`src/rtl/core/clt_pkg.sv`:
```
// Shared types and constants of the command line tokenizer.
// No dependencies.
package clt_pkg;

  localparam logic [1:0] MODE_COMMAND = 2'd0;
  localparam logic [1:0] MODE_ARG1    = 2'd1;
  localparam logic [1:0] MODE_ARG2    = 2'd2;
  localparam logic [1:0] MODE_INVALID = 2'd3;

  localparam logic [7:0] BYTE_SPACE = 8'h20;
  localparam logic [7:0] BYTE_TILDE = 8'h7E;
  localparam logic [7:0] BYTE_CR    = 8'h0D;
  localparam logic [7:0] BYTE_LF    = 8'h0A;

  localparam logic [7:0] REG_COMMAND_MAX_LEN  = 8'd0;
  localparam logic [7:0] REG_ARGUMENT_MAX_LEN = 8'd1;

  localparam logic [7:0] COMMAND_MAX_LEN_RST  = 8'd4;
  localparam logic [7:0] ARGUMENT_MAX_LEN_RST = 8'd40;

  localparam logic KIND_CHAR = 1'b0;
  localparam logic KIND_EOL  = 1'b1;

  typedef struct packed {
    logic [1:0] mode;
    logic       cr_seen;
    logic [7:0] fill;
  } parse_state_t;

  typedef struct packed {
    logic       emit;
    logic       kind;
    logic [1:0] field_id;
    logic [7:0] char_pos;
    logic [7:0] char_value;
    logic       line_valid;
  } parse_result_t;

endpackage

```
`src/rtl/core/clt_parse.sv`:
```
// Combinational byte parser: next parse state and optional result for one byte.
// Depends on clt_pkg.
module clt_parse (
  input  logic [7:0]             byte_in,
  input  logic [7:0]             command_max_len,
  input  logic [7:0]             argument_max_len,
  input  clt_pkg::parse_state_t  state_cur,
  output clt_pkg::parse_state_t  state_nxt,
  output clt_pkg::parse_result_t result
);

  logic [7:0] limit;
  logic       discard;

  assign limit = (state_cur.mode == clt_pkg::MODE_COMMAND) ? command_max_len
                                                            : argument_max_len;

  always_comb begin
    state_nxt = state_cur;
    result    = '0;
    discard   = 1'b0;
    if (state_cur.mode == clt_pkg::MODE_INVALID) begin
      discard = 1'b1;
    end else if (state_cur.cr_seen) begin
      if (byte_in == clt_pkg::BYTE_LF) begin
        state_nxt         = '0;
        result.emit       = 1'b1;
        result.kind       = clt_pkg::KIND_EOL;
        result.line_valid = 1'b1;
      end else begin
        state_nxt.mode = clt_pkg::MODE_INVALID;
        discard        = 1'b1;
      end
    end else if (byte_in == clt_pkg::BYTE_SPACE) begin
      state_nxt.mode = (state_cur.mode == clt_pkg::MODE_ARG2) ? clt_pkg::MODE_INVALID
                                                              : state_cur.mode + 2'd1;
      state_nxt.fill = '0;
    end else if (byte_in == clt_pkg::BYTE_CR) begin
      state_nxt.cr_seen = 1'b1;
    end else if (state_cur.fill >= limit || byte_in < clt_pkg::BYTE_SPACE ||
                 byte_in > clt_pkg::BYTE_TILDE) begin
      state_nxt.mode    = clt_pkg::MODE_INVALID;
      state_nxt.cr_seen = 1'b0;
    end else begin
      result.emit       = 1'b1;
      result.kind       = clt_pkg::KIND_CHAR;
      result.field_id   = state_cur.mode;
      result.char_pos   = state_cur.fill;
      result.char_value = byte_in;
      state_nxt.fill    = state_cur.fill + 8'd1;
    end

    // Invalid line: drop bytes, watch for CR LF.
    if (discard) begin
      if (byte_in == clt_pkg::BYTE_CR) begin
        state_nxt.cr_seen = 1'b1;
      end else if (byte_in == clt_pkg::BYTE_LF && state_cur.cr_seen) begin
        state_nxt   = '0;
        result.emit = 1'b1;
        result.kind = clt_pkg::KIND_EOL;
      end else begin
        state_nxt.cr_seen = 1'b0;
      end
    end
  end

endmodule

```
`src/rtl/core/command_line_tokenizer.sv`:
```
// Top level of the command line tokenizer: input register, parse state,
// length registers and result register. Depends on clt_pkg and clt_parse.
//
// Usage:
//   Input channel (in_valid, in_stall, in_byte): one received byte per
//   transfer. Result channel (out_valid, out_stall, out_*): one result per
//   transfer, either a field character (kind 0, with field and position) or
//   an end of line marker (kind 1, with line_valid). Many bytes give no
//   result (spaces, CR, dropped bytes).
//   Configuration (cfg_valid, cfg_ready, cfg_index, cfg_data): index 0 sets
//   the command word length limit, index 1 the argument length limit; other
//   indexes are ignored. cfg_ready is always high. Write only while idle.
//   A byte taken from the input channel waits in the input register, is
//   parsed into the result register and offered from there.
//   Throughput: one byte per cycle unless out_stall holds a result, set by
//   the single parse step between the input and result registers.
//   Stall: while a result waits under out_stall, the byte held in the input
//   register waits too and in_stall rises; nothing is lost or reordered.
//   Reset (synchronous, rst_n low): both registers empty, parser in command
//   word mode, limits back to 4 and 40.
module command_line_tokenizer (
  input  logic       clk,
  input  logic       rst_n,
  input  logic       in_valid,
  output logic       in_stall,
  input  logic [7:0] in_byte,
  output logic       out_valid,
  input  logic       out_stall,
  output logic       out_result_kind,
  output logic [1:0] out_field_id,
  output logic [7:0] out_char_pos,
  output logic [7:0] out_char_value,
  output logic       out_line_valid,
  input  logic       cfg_valid,
  output logic       cfg_ready,
  input  logic [7:0] cfg_index,
  input  logic [7:0] cfg_data
);

  logic                   s1_valid_r;
  logic [7:0]             s1_byte_r;
  logic [7:0]             cmd_max_r;
  logic [7:0]             arg_max_r;
  clt_pkg::parse_state_t  state_r;
  clt_pkg::parse_state_t  state_nxt;
  clt_pkg::parse_result_t res;
  clt_pkg::parse_result_t out_r;
  logic                   out_valid_r;
  logic                   advance;

  // Advance the held byte whenever the result register is free or draining.
  assign advance   = s1_valid_r && (!out_valid_r || !out_stall);
  assign in_stall  = s1_valid_r && !advance;
  assign cfg_ready = 1'b1;

  clt_parse u_parse (
    .byte_in          (s1_byte_r),
    .command_max_len  (cmd_max_r),
    .argument_max_len (arg_max_r),
    .state_cur        (state_r),
    .state_nxt        (state_nxt),
    .result           (res)
  );

  // Input register.
  always_ff @(posedge clk) begin
    if (!rst_n) begin
      s1_valid_r <= 1'b0;
    end else if (!in_stall) begin
      s1_valid_r <= in_valid;
    end
  end

  always_ff @(posedge clk) begin
    if (!in_stall && in_valid) begin
      s1_byte_r <= in_byte;
    end
  end

  // Parse state moves on once per parsed byte.
  always_ff @(posedge clk) begin
    if (!rst_n) begin
      state_r <= '0;
    end else if (advance) begin
      state_r <= state_nxt;
    end
  end

  // Length limits.
  always_ff @(posedge clk) begin
    if (!rst_n) begin
      cmd_max_r <= clt_pkg::COMMAND_MAX_LEN_RST;
      arg_max_r <= clt_pkg::ARGUMENT_MAX_LEN_RST;
    end else if (cfg_valid && cfg_ready) begin
      case (cfg_index)
        clt_pkg::REG_COMMAND_MAX_LEN:  cmd_max_r <= cfg_data;
        clt_pkg::REG_ARGUMENT_MAX_LEN: arg_max_r <= cfg_data;
        default: ;
      endcase
    end
  end

  // Result register: load on a result, clear once transferred.
  always_ff @(posedge clk) begin
    if (!rst_n) begin
      out_valid_r <= 1'b0;
    end else if (!out_valid_r || !out_stall) begin
      out_valid_r <= advance && res.emit;
    end
  end

  always_ff @(posedge clk) begin
    if (advance && res.emit) begin
      out_r <= res;
    end
  end

  assign out_valid       = out_valid_r;
  assign out_result_kind = out_r.kind;
  assign out_field_id    = out_r.field_id;
  assign out_char_pos    = out_r.char_pos;
  assign out_char_value  = out_r.char_value;
  assign out_line_valid  = out_r.line_valid;

endmodule

```
`config.mk`:
```
export PLATFORM = sky130hd
export DESIGN_NAME = command_line_tokenizer
export DESIGN_NICKNAME = d
export VERILOG_FILES = /design/src/rtl/core/clt_pkg.sv /design/src/rtl/core/clt_parse.sv /design/src/rtl/core/command_line_tokenizer.sv
export SDC_FILE = /design/constraint.sdc
export NUM_CORES = 1
export LEC_CHECK = 0
export BUFFER_PORTS_ARGS = -buffer_cell sky130_fd_sc_hd__clkbuf_2
export CORE_MARGIN = 2
export CORE_UTILIZATION = 60
export DETAILED_ROUTE_END_ITERATION = 8
export MAX_ROUTING_LAYER = met4
export PLACE_DENSITY = 0.85
export SETUP_SLACK_MARGIN = 0.05
export SLEW_MARGIN = 40
export SYNTH_ARGS = -nofsm -noshare
export SYNTH_HDL_FRONTEND = slang
export SYNTH_HIERARCHICAL = 1
export SYNTH_SLANG_ARGS = --single-unit
```
`constraint.sdc`:
```
create_clock -name clk -period 7.7 [get_ports clk]
set_input_delay 1.54 -clock clk [delete_from_list [all_inputs] [get_ports clk]]
set_output_delay 1.54 -clock clk [all_outputs]
set_load 0.01 [all_outputs]
```
# ---- Yosys cells after proc, flatten, opt, wreduce, memory -nomap -nowiden
# Cells that the tools add are included.
# W data, S select, Z words.
dict set report totals {
  ff_bits 57
  in_bits 29
  output_inout_bits 23
  elab_cells 80
}
dict set report classes {
  n_addsub 2
  n_lt_le_gt_ge 3
  eq_ne 7
  n_mux 35
  bitwise_logic 1
  n_reduce_logical 19
}
# cell count
set ops {}
lappend ops {{$mux W20} 3}
lappend ops {{$mux W8} 6}
lappend ops {{$mux W11} 3}
lappend ops {{$mux W2} 11}
lappend ops {{$mux W21} 1}
lappend ops {{$mux W18} 1}
lappend ops {{$eq A8 B4 Y1 const B} 2}
lappend ops {{$mux W9} 1}
lappend ops {{$add A8 B1 Y8 const B} 1}
lappend ops {{$eq A8 B1 Y1 const B} 1}
lappend ops {{$eq A8 B6 Y1 const B} 1}
lappend ops {{$ge A8 B8 Y1} 1}
lappend ops {{$gt A8 B7 Y1 const B} 1}
lappend ops {{$logic_not A8 Y1} 1}
lappend ops {{$lt A8 B6 Y1 const B} 1}
lappend ops {{$mux W1} 8}
lappend ops {{$reduce_and A2 Y1} 3}
lappend ops {{$logic_and A1 B1 Y1} 5}
lappend ops {{$reduce_or A5 Y1} 1}
lappend ops {{$eq A2 B2 Y1 const B} 2}
lappend ops {{$logic_not A1 Y1} 4}
lappend ops {{$logic_or A1 B1 Y1} 3}
lappend ops {{$mux W3} 1}
lappend ops {{$add A2 B1 Y2 const B} 1}
lappend ops {{other kinds (4)} 4}

# ---- Logic depth before layout (Yosys ltp)
# Gate-level depths: netlist of run 1.
dict set report logic_depth {
  ltp_word 14
  depth_mapped 15
  mapped_depth_nobuf 14
}

# ---- By module
# Netlist of run 1, hierarchy kept.
# mod instances cells_each area_per_inst_um2 seq_area_each_um2
set modules_own_cells {}
lappend modules_own_cells {command_line_tokenizer 1 157 2013.2 1421.4}
lappend modules_own_cells {clt_parse 1 130 910.9 0.0}

# ---- Worst setup path before layout of run 1
# Ideal clock, no wire load.
dict set report synth_timing {
  kind {register to register}
  from {register state_r[9] in the netlist's numbering}
  to {register out_r, in the netlist out_char_pos[0], enable pin}
  setup_time_ns 0.378
  arrival_ns 3.086
  required_ns 7.322
  slack_ns 4.236
  path_stages_with_launch 12
  n_path_buf 1
  synth_period_minus_slack_ns 3.464
  path_cell_list {dfxtp_1 > inv_1 > ha_1 > clkbuf_1 > mux2i_1 > ha_1 > a211oi_2 > o21ai_2 > or3_4 > nor3_4 > or2_1 > and2_1}
}
# element line
set synth_rtl {}
lappend synth_rtl {{from (decl)} command_line_tokenizer.sv:44} ;# clt_pkg::parse_state_t state_r;
lappend synth_rtl {{from (signal assigned)} command_line_tokenizer.sv:85} ;# state_r <= state_nxt;
lappend synth_rtl {{to (signal assigned)} command_line_tokenizer.sv:114} ;# out_r <= res;
lappend synth_rtl {{to (decl)} command_line_tokenizer.sv:47} ;# clt_pkg::parse_result_t out_r;

==> results of run 1 <==
kinds of logic after synthesis:
kind of cell             count (synthesis)  share of synthesized area, %
buffers and inverters                   19                          2.99
AO/OA/AOI/OAI                           51                          12.3
adder cells (fa/ha/maj)                 13                          5.56
flip-flops                              57                          48.6
AND/OR/NAND/NOR                        124                          23.0
multiplexers                            21                          7.23
other                                    2                         0.257
state kept, by name, summed over array words and instances, names as in the netlist:
signal	count
out_line_valid	1
out_valid	1
out_char_value	8
out_field_id	2
out_char_pos	8
s1_byte_r	8
arg_max_r	8
s1_valid_r	1
cmd_max_r	8
out_result_kind	1
state_r	11
per-layer routing:
layer | vias to the layer above | global-route usage, %
li1 | 1141 | -
met4 | 0 | 10.5
met2 | 89 | 39.5
met1 | 1079 | 27.4
met5 | - | -
met3 | 15 | 6.72
worst min-delay path, stage by stage (launching register included):
cell and delay (ns):
dfxtp_1 0.31, nand2_1 0.05, mux2i_1 0.05
path summary, 6_finish.rpt:
| check | start | end | slack (ns) |
|---|---|---|---|
| max | state_r[9] | out_char_pos[7] | 3.97 |
| min | cmd_max_r[7] | cmd_max_r[7] | 0.46 |
| max reg2reg | state_r[9] | out_char_pos[7] | 3.97 |
| min reg2reg | cmd_max_r[7] | cmd_max_r[7] | 0.46 |
final cells by class:
class	instances	share of cell area [%]
multi-input cells	211	41.9
clock buffers	13	5.02
flip-flops and latches	57	41.9
clock inverters	3	0.406
repair buffers	51	7.60
well taps	67	2.47
inverters	6	0.664
through the flow:
stage / setup slack (ns) / total power, mW / instance area [sq um]
6_report: 3.97 / 0.653 / 3390
5_1_grt: 3.71 / 0.678 / 3390
4_1_cts: 3.72 / 0.658 / 3380
3_5_place_dp: 3.77 / 0.408 / 3200
3_3_place_gp: 3.92 / 0.406 / 3200
2_1_floorplan: 4.24 / 0.387 / 2920
power by group:
part	internal [mW]	leakage, nW	total (mW)	switching [mW]
registers	0.327	0.486	0.334	0.00645
logic	0.0286	0.796	0.0686	0.0400
clock network	0.143	0.0960	0.251	0.108
total	0.499	1.38	0.653	0.155
cells in the mapped netlist, drive strengths merged (2+ instances only):
library cell | number | area [sq um]
nor3 | 6 | 63.8
o21ai | 10 | 53.8
clkbuf | 9 | 33.8
nor4 | 7 | 43.8
o31ai | 3 | 22.5
nand2b | 2 | 12.5
buf | 4 | 31.3
nor2b | 5 | 31.3
edfxtp | 28 | 841
dfxtp | 29 | 581
and2 | 17 | 106
nand3 | 10 | 55.1
a21boi | 12 | 90.1
conb | 2 | 7.51
or2 | 2 | 12.5
a22oi | 4 | 30.0
mux2i | 20 | 200
inv | 6 | 22.5
a21oi | 3 | 15.0
a31oi | 7 | 43.8
or4 | 2 | 18.8
nor2 | 9 | 33.8
o311ai | 2 | 17.5
nand2 | 54 | 205
and3 | 2 | 12.5
ha | 13 | 163
o211ai | 2 | 15.0
nor4b | 2 | 17.5
==> out/qor.csv, run 1 <==
stage,metric,value,unit
status,run status,"complete, no violations",
timing,Slew HR,52.7,%
cts,clk slew on worst S/H paths,0.06,ns
route,Initial DRC Count,120,
floorplan,chip width,73.8,um
yosys,Synthesized Nets,329,
floorplan,Die Ht,73.8,um
final_layout,final cell count without fillers,408,
final_layout,Fill cells,360,
global_route,vias in the first global route,2166,
yosys,"Seq/Total Area, Yosys",48.6,%
final_layout,Area Overhead vs Synth,16.0,%
critical_path,crit-path cells,"inv_1, ha_1, mux2i_1, ha_1, a211oi_2, o21ai_2, or3_4, nor3_4, or2_1, and2_2",
cts,H-tree levels,3,
critical_path,crit path DAT,3.70,ns
critical_path,Worst Path Required,7.68,ns
critical_path,Register-to-Register Path Depth,10,
critical_path,critical path depth,10,
flow_run,max-cap viol count,0,
place,DP Wirelength,4180,um
final_layout,final core occ,71.8,%
floorplan,Ports,52,
yosys,Main synth FF type,dfxtp_1,
route,Routed Antenna Nets,0,
yosys,post-synthesis cell area,2920,sq um
final_layout,FF/Latch Area,1420,sq um
cts,clock sinks,57,
final_layout,share of cells above drive strength 1,23.8,%
timing,RSZ-0062 raised after global routing,no,
critical_path,CP top delay family,simple AND/OR/NAND/NOR gates,
yosys,Cells after Synth,287,
cts,Max clock buf depth,2,
pwr,cell leakage power,1.38,nW
yosys,#FFs+latches synth,57,
timing,f_max,268,MHz
hold_path,Min-Delay Path Class,register to register,
hold_path,Cells on Worst Hold Path,2,
cts,PostCTS Resize Cnt,0,
final_layout,multi-input logic area,1420,sq um
yosys,number of synthesized flops with an enable pin,28,
yosys,Netlist cell types,52,
yosys,"Avg Cell Area, Syn",10.2,sq um
route,# DRC,0,
route,via count,2324,
place,placed cells,392,
final_layout,antenna cells,0,
timing,Worst Max-Slew Pin Slew,0.704,ns
pwr,Max IR drop VDD,0.000127,V
floorplan,starting density of the core,61.9,%
critical_path,Setup crit end kind,register,
critical_path,critical path's most frequent cell,ha_1,
timing,final max-slew violation count,0,
route,per-cell routed wire length,14.0,um
floorplan,die area,5450,sq um
floorplan,Cell Rows,25,
place,Final GP Congestion,0.930,
timing,Min Hold Slack,0.458,ns
critical_path,Worst path slowest cell,nor3_4,
route,final WL,5730,um
critical_path,max incr delay on CP,0.49,ns
critical_path,"critical path fanouts, max",20,
timing,fin crit share,48.4,%
pwr,PwrDens,193,nW/um^2
cts,CTS Hold Bufs,0,
yosys,synth warn,6,
cts,CTS Buf Count,9,
critical_path,Startpoint Class,register,
final_layout,"most common cell after layout, fill and taps aside",nand2_1,
global_route,first-pass GRT wire length,9580,um
route,metal2 WL,2800,um
yosys,ys async rst share,0,%
global_route,grt total ovfl,0,
place,port buffer count,50,
route,routed wl met3,420,um
critical_path,CP bufs+invs,1,
timing,Final Hold Violating Endpoints,0,
final_layout,fin nets,378,
critical_path,Crit Path Class,register to register,
cts,post-CTS setup buffer count,0,
floorplan,area of the core,4720,sq um
timing,final setup fails,0,
route,drt first pass iters,4,
final_layout,most frequent cells in the layout,"nand2_1 (53), clkbuf_2 (50), dfxtp_1 (29), edfxtp_1 (28), mux2i_1 (20)",
global_route,All-Layer GR Usage,24.1,%
route,M1 wire length,2390,um
cts,Worst-Skew Late Latency,0.33,ns
global_route,largest net degree at the start of global routing,38,
timing,setup TNS,0,ns
route,highest routed layer,met4,
timing,post-route minimum period,3.73,ns
cts,CTS tree,done,
timing,Worst Skew,0.00582,ns
global_route,initial antenna violation count,0,
cts,CTS root buffer,clkbuf_8,
route,vias per cell,5.70,
No activity file was read; power rests on OpenSTA's default activity.
==> inputs of run 2 (changes only) <==
--- a/config.mk
+++ b/config.mk
@@ -7,10 +7,10 @@
 export LEC_CHECK = 0
 export BUFFER_PORTS_ARGS = -buffer_cell sky130_fd_sc_hd__clkbuf_2
 export CORE_MARGIN = 2
-export CORE_UTILIZATION = 60
+export CORE_UTILIZATION = 56
 export DETAILED_ROUTE_END_ITERATION = 8
 export MAX_ROUTING_LAYER = met4
-export PLACE_DENSITY = 0.85
+export PLACE_DENSITY = 0.8
 export SETUP_SLACK_MARGIN = 0.05
 export SLEW_MARGIN = 40
 export SYNTH_ARGS = -nofsm -noshare
==> constraint.sdc (replaced) <==
create_clock -name clk -period 3.6 [get_ports clk]
set_input_delay 0.72 -clock clk [delete_from_list [all_inputs] [get_ports clk]]
set_output_delay 0.72 -clock clk [all_outputs]
set_load 0.01 [all_outputs]
==> out/qor.csv, run 2 (synthesized netlist as in run 1, its figures left out) <==
stage,metric,value,unit
timing,Worst Max-Slew Pin Slew,0.769,ns
route,Initial DRC Count,204,
route,per-cell routed wire length,13.6,um
cts,Worst-Skew Late Latency,0.34,ns
critical_path,"critical path fanouts, max",20,
route,vias per cell,5.51,
global_route,first-pass GRT wire length,9400,um
global_route,vias in the first global route,2152,
timing,RSZ-0062 raised after global routing,no,
cts,clk slew on worst S/H paths,0.07,ns
floorplan,Die Ht,76.3,um
pwr,Max IR drop VDD,0.000296,V
place,Final GP Congestion,0.994,
timing,final max-slew violation count,0,
route,# DRC,0,
global_route,initial antenna violation count,0,
critical_path,Worst Path Required,3.62,ns
floorplan,chip width,76.3,um
pwr,PwrDens,416,nW/um^2
route,final WL,5620,um
final_layout,final cell count without fillers,414,
global_route,All-Layer GR Usage,21.1,%
timing,Final Hold Violating Endpoints,0,
critical_path,crit path DAT,3.13,ns
floorplan,area of the core,5070,sq um
pwr,cell leakage power,1.39,nW
route,drt first pass iters,6,
floorplan,starting density of the core,57.6,%
timing,fin crit share,86.5,%
place,placed cells,398,
final_layout,fin nets,381,
global_route,grt total ovfl,0,
cts,CTS tree,done,
final_layout,antenna cells,0,
final_layout,"most common cell after layout, fill and taps aside",nand2_1,
global_route,largest net degree at the start of global routing,38,
hold_path,Min-Delay Path Class,register to register,
cts,PostCTS Resize Cnt,0,
cts,CTS root buffer,clkbuf_8,
floorplan,die area,5820,sq um
critical_path,Startpoint Class,register,
timing,f_max,321,MHz
cts,clock sinks,57,
cts,post-CTS setup buffer count,0,
timing,Slew HR,48.0,%
critical_path,Setup crit end kind,register,
timing,Worst Skew,0.00899,ns
cts,CTS Hold Bufs,0,
place,DP Wirelength,4120,um
cts,H-tree levels,3,
timing,setup TNS,0,ns
cts,Max clock buf depth,2,
final_layout,Fill cells,402,
flow_run,max-cap viol count,0,
route,Routed Antenna Nets,0,
floorplan,Cell Rows,26,
place,port buffer count,50,
cts,CTS Buf Count,9,
timing,post-route minimum period,3.11,ns
final_layout,Top reg by flops,state_r,
status,run status,"complete, no violations",
floorplan,Ports,52,
final_layout,share of cells above drive strength 1,24.4,%
timing,final setup fails,0,
final_layout,most frequent cells in the layout,"nand2_1 (53), clkbuf_2 (50), dfxtp_1 (29), edfxtp_1 (28), mux2i_1 (20)",
final_layout,final core occ,67.3,%
route,via count,2282,
final_layout,max reg flops,11,
final_layout,Area Overhead vs Synth,16.7,%
critical_path,Crit Path Class,register to register,
-- run 2: cell types whose count changed in the layout (fill, tap and decap cells not counted) --
cell | previous run | this run
nor4b_2 | 1 | 0
clkinv_4 | 0 | 1
clkinv_2 | 2 | 4
bufinv_16 | 0 | 1
clkinv_1 | 1 | 0
buf_4 | 1 | 4
and2_2 | 1 | 0
clkbuf_8 | 10 | 9
clkbuf_16 | 1 | 0
and2_1 | 16 | 17
clkbuf_1 | 2 | 1
nor4b_1 | 1 | 2
-- run 2: per-layer routing --
layer	wire [um]	track usage, %	vias to the layer above
met5	0	-	-
met4	172	13.6	0
met3	351	4.74	16
met2	2680	33.7	101
met1	2420	23.9	1017
li1	-	-	1148
-- run 2: layout make-up --
cell class / instances / area [sq um] / area share [%]
Inverter: 6 / 22.5 / 0.660
Tap cell: 70 / 87.6 / 2.57
Clock buffer: 10 / 128 / 3.74
Clock inverter: 6 / 58.8 / 1.72
Multi-Input combinational cell: 211 / 1420 / 41.5
Sequential cell: 57 / 1420 / 41.6
Timing Repair Buffer: 54 / 280 / 8.21
-- run 2: worst max-delay path: stages, from the launching register on --
cell	delay (ns)
dfxtp_1	0.35
inv_1	0.12
ha_1	0.32
mux2i_1	0.24
ha_1	0.29
a211oi_2	0.27
o21ai_2	0.11
or3_4	0.39
nor3_4	0.17
or2_1	0.15
and2_1	0.14
buf_4	0.24
-- run 2: path summary, 6_finish.rpt --
check          startpoint         endpoint  slack [ns]  cells past startpoint
max reg2reg    state_r[9]  out_field_id[0]        0.49                     11
min reg2reg  arg_max_r[1]     arg_max_r[1]        0.46                      2
min          arg_max_r[1]     arg_max_r[1]        0.46                      2
max            state_r[9]  out_field_id[0]        0.49                     11
-- run 2: per-stage QoR --
stage	total power [mW]	setup WS, ns	instance area [sq um]	hold WS (ns)
6_report	1.42	0.487	3410	0.461
5_1_grt	1.48	0.279	3410	0.481
4_1_cts	1.43	0.486	3410	0.462
3_5_place_dp	0.874	0.529	3230	0.449
3_3_place_gp	0.871	0.612	3230	0.443
2_1_floorplan	0.828	0.136	2920	0.431
-- run 2: report_power, final --
group	total (mW)	internal (mW)	leakage (nW)	switching, mW
clock network	0.560	0.315	0.0998	0.245
registers	0.712	0.700	0.486	0.0123
logic	0.149	0.0648	0.808	0.0846
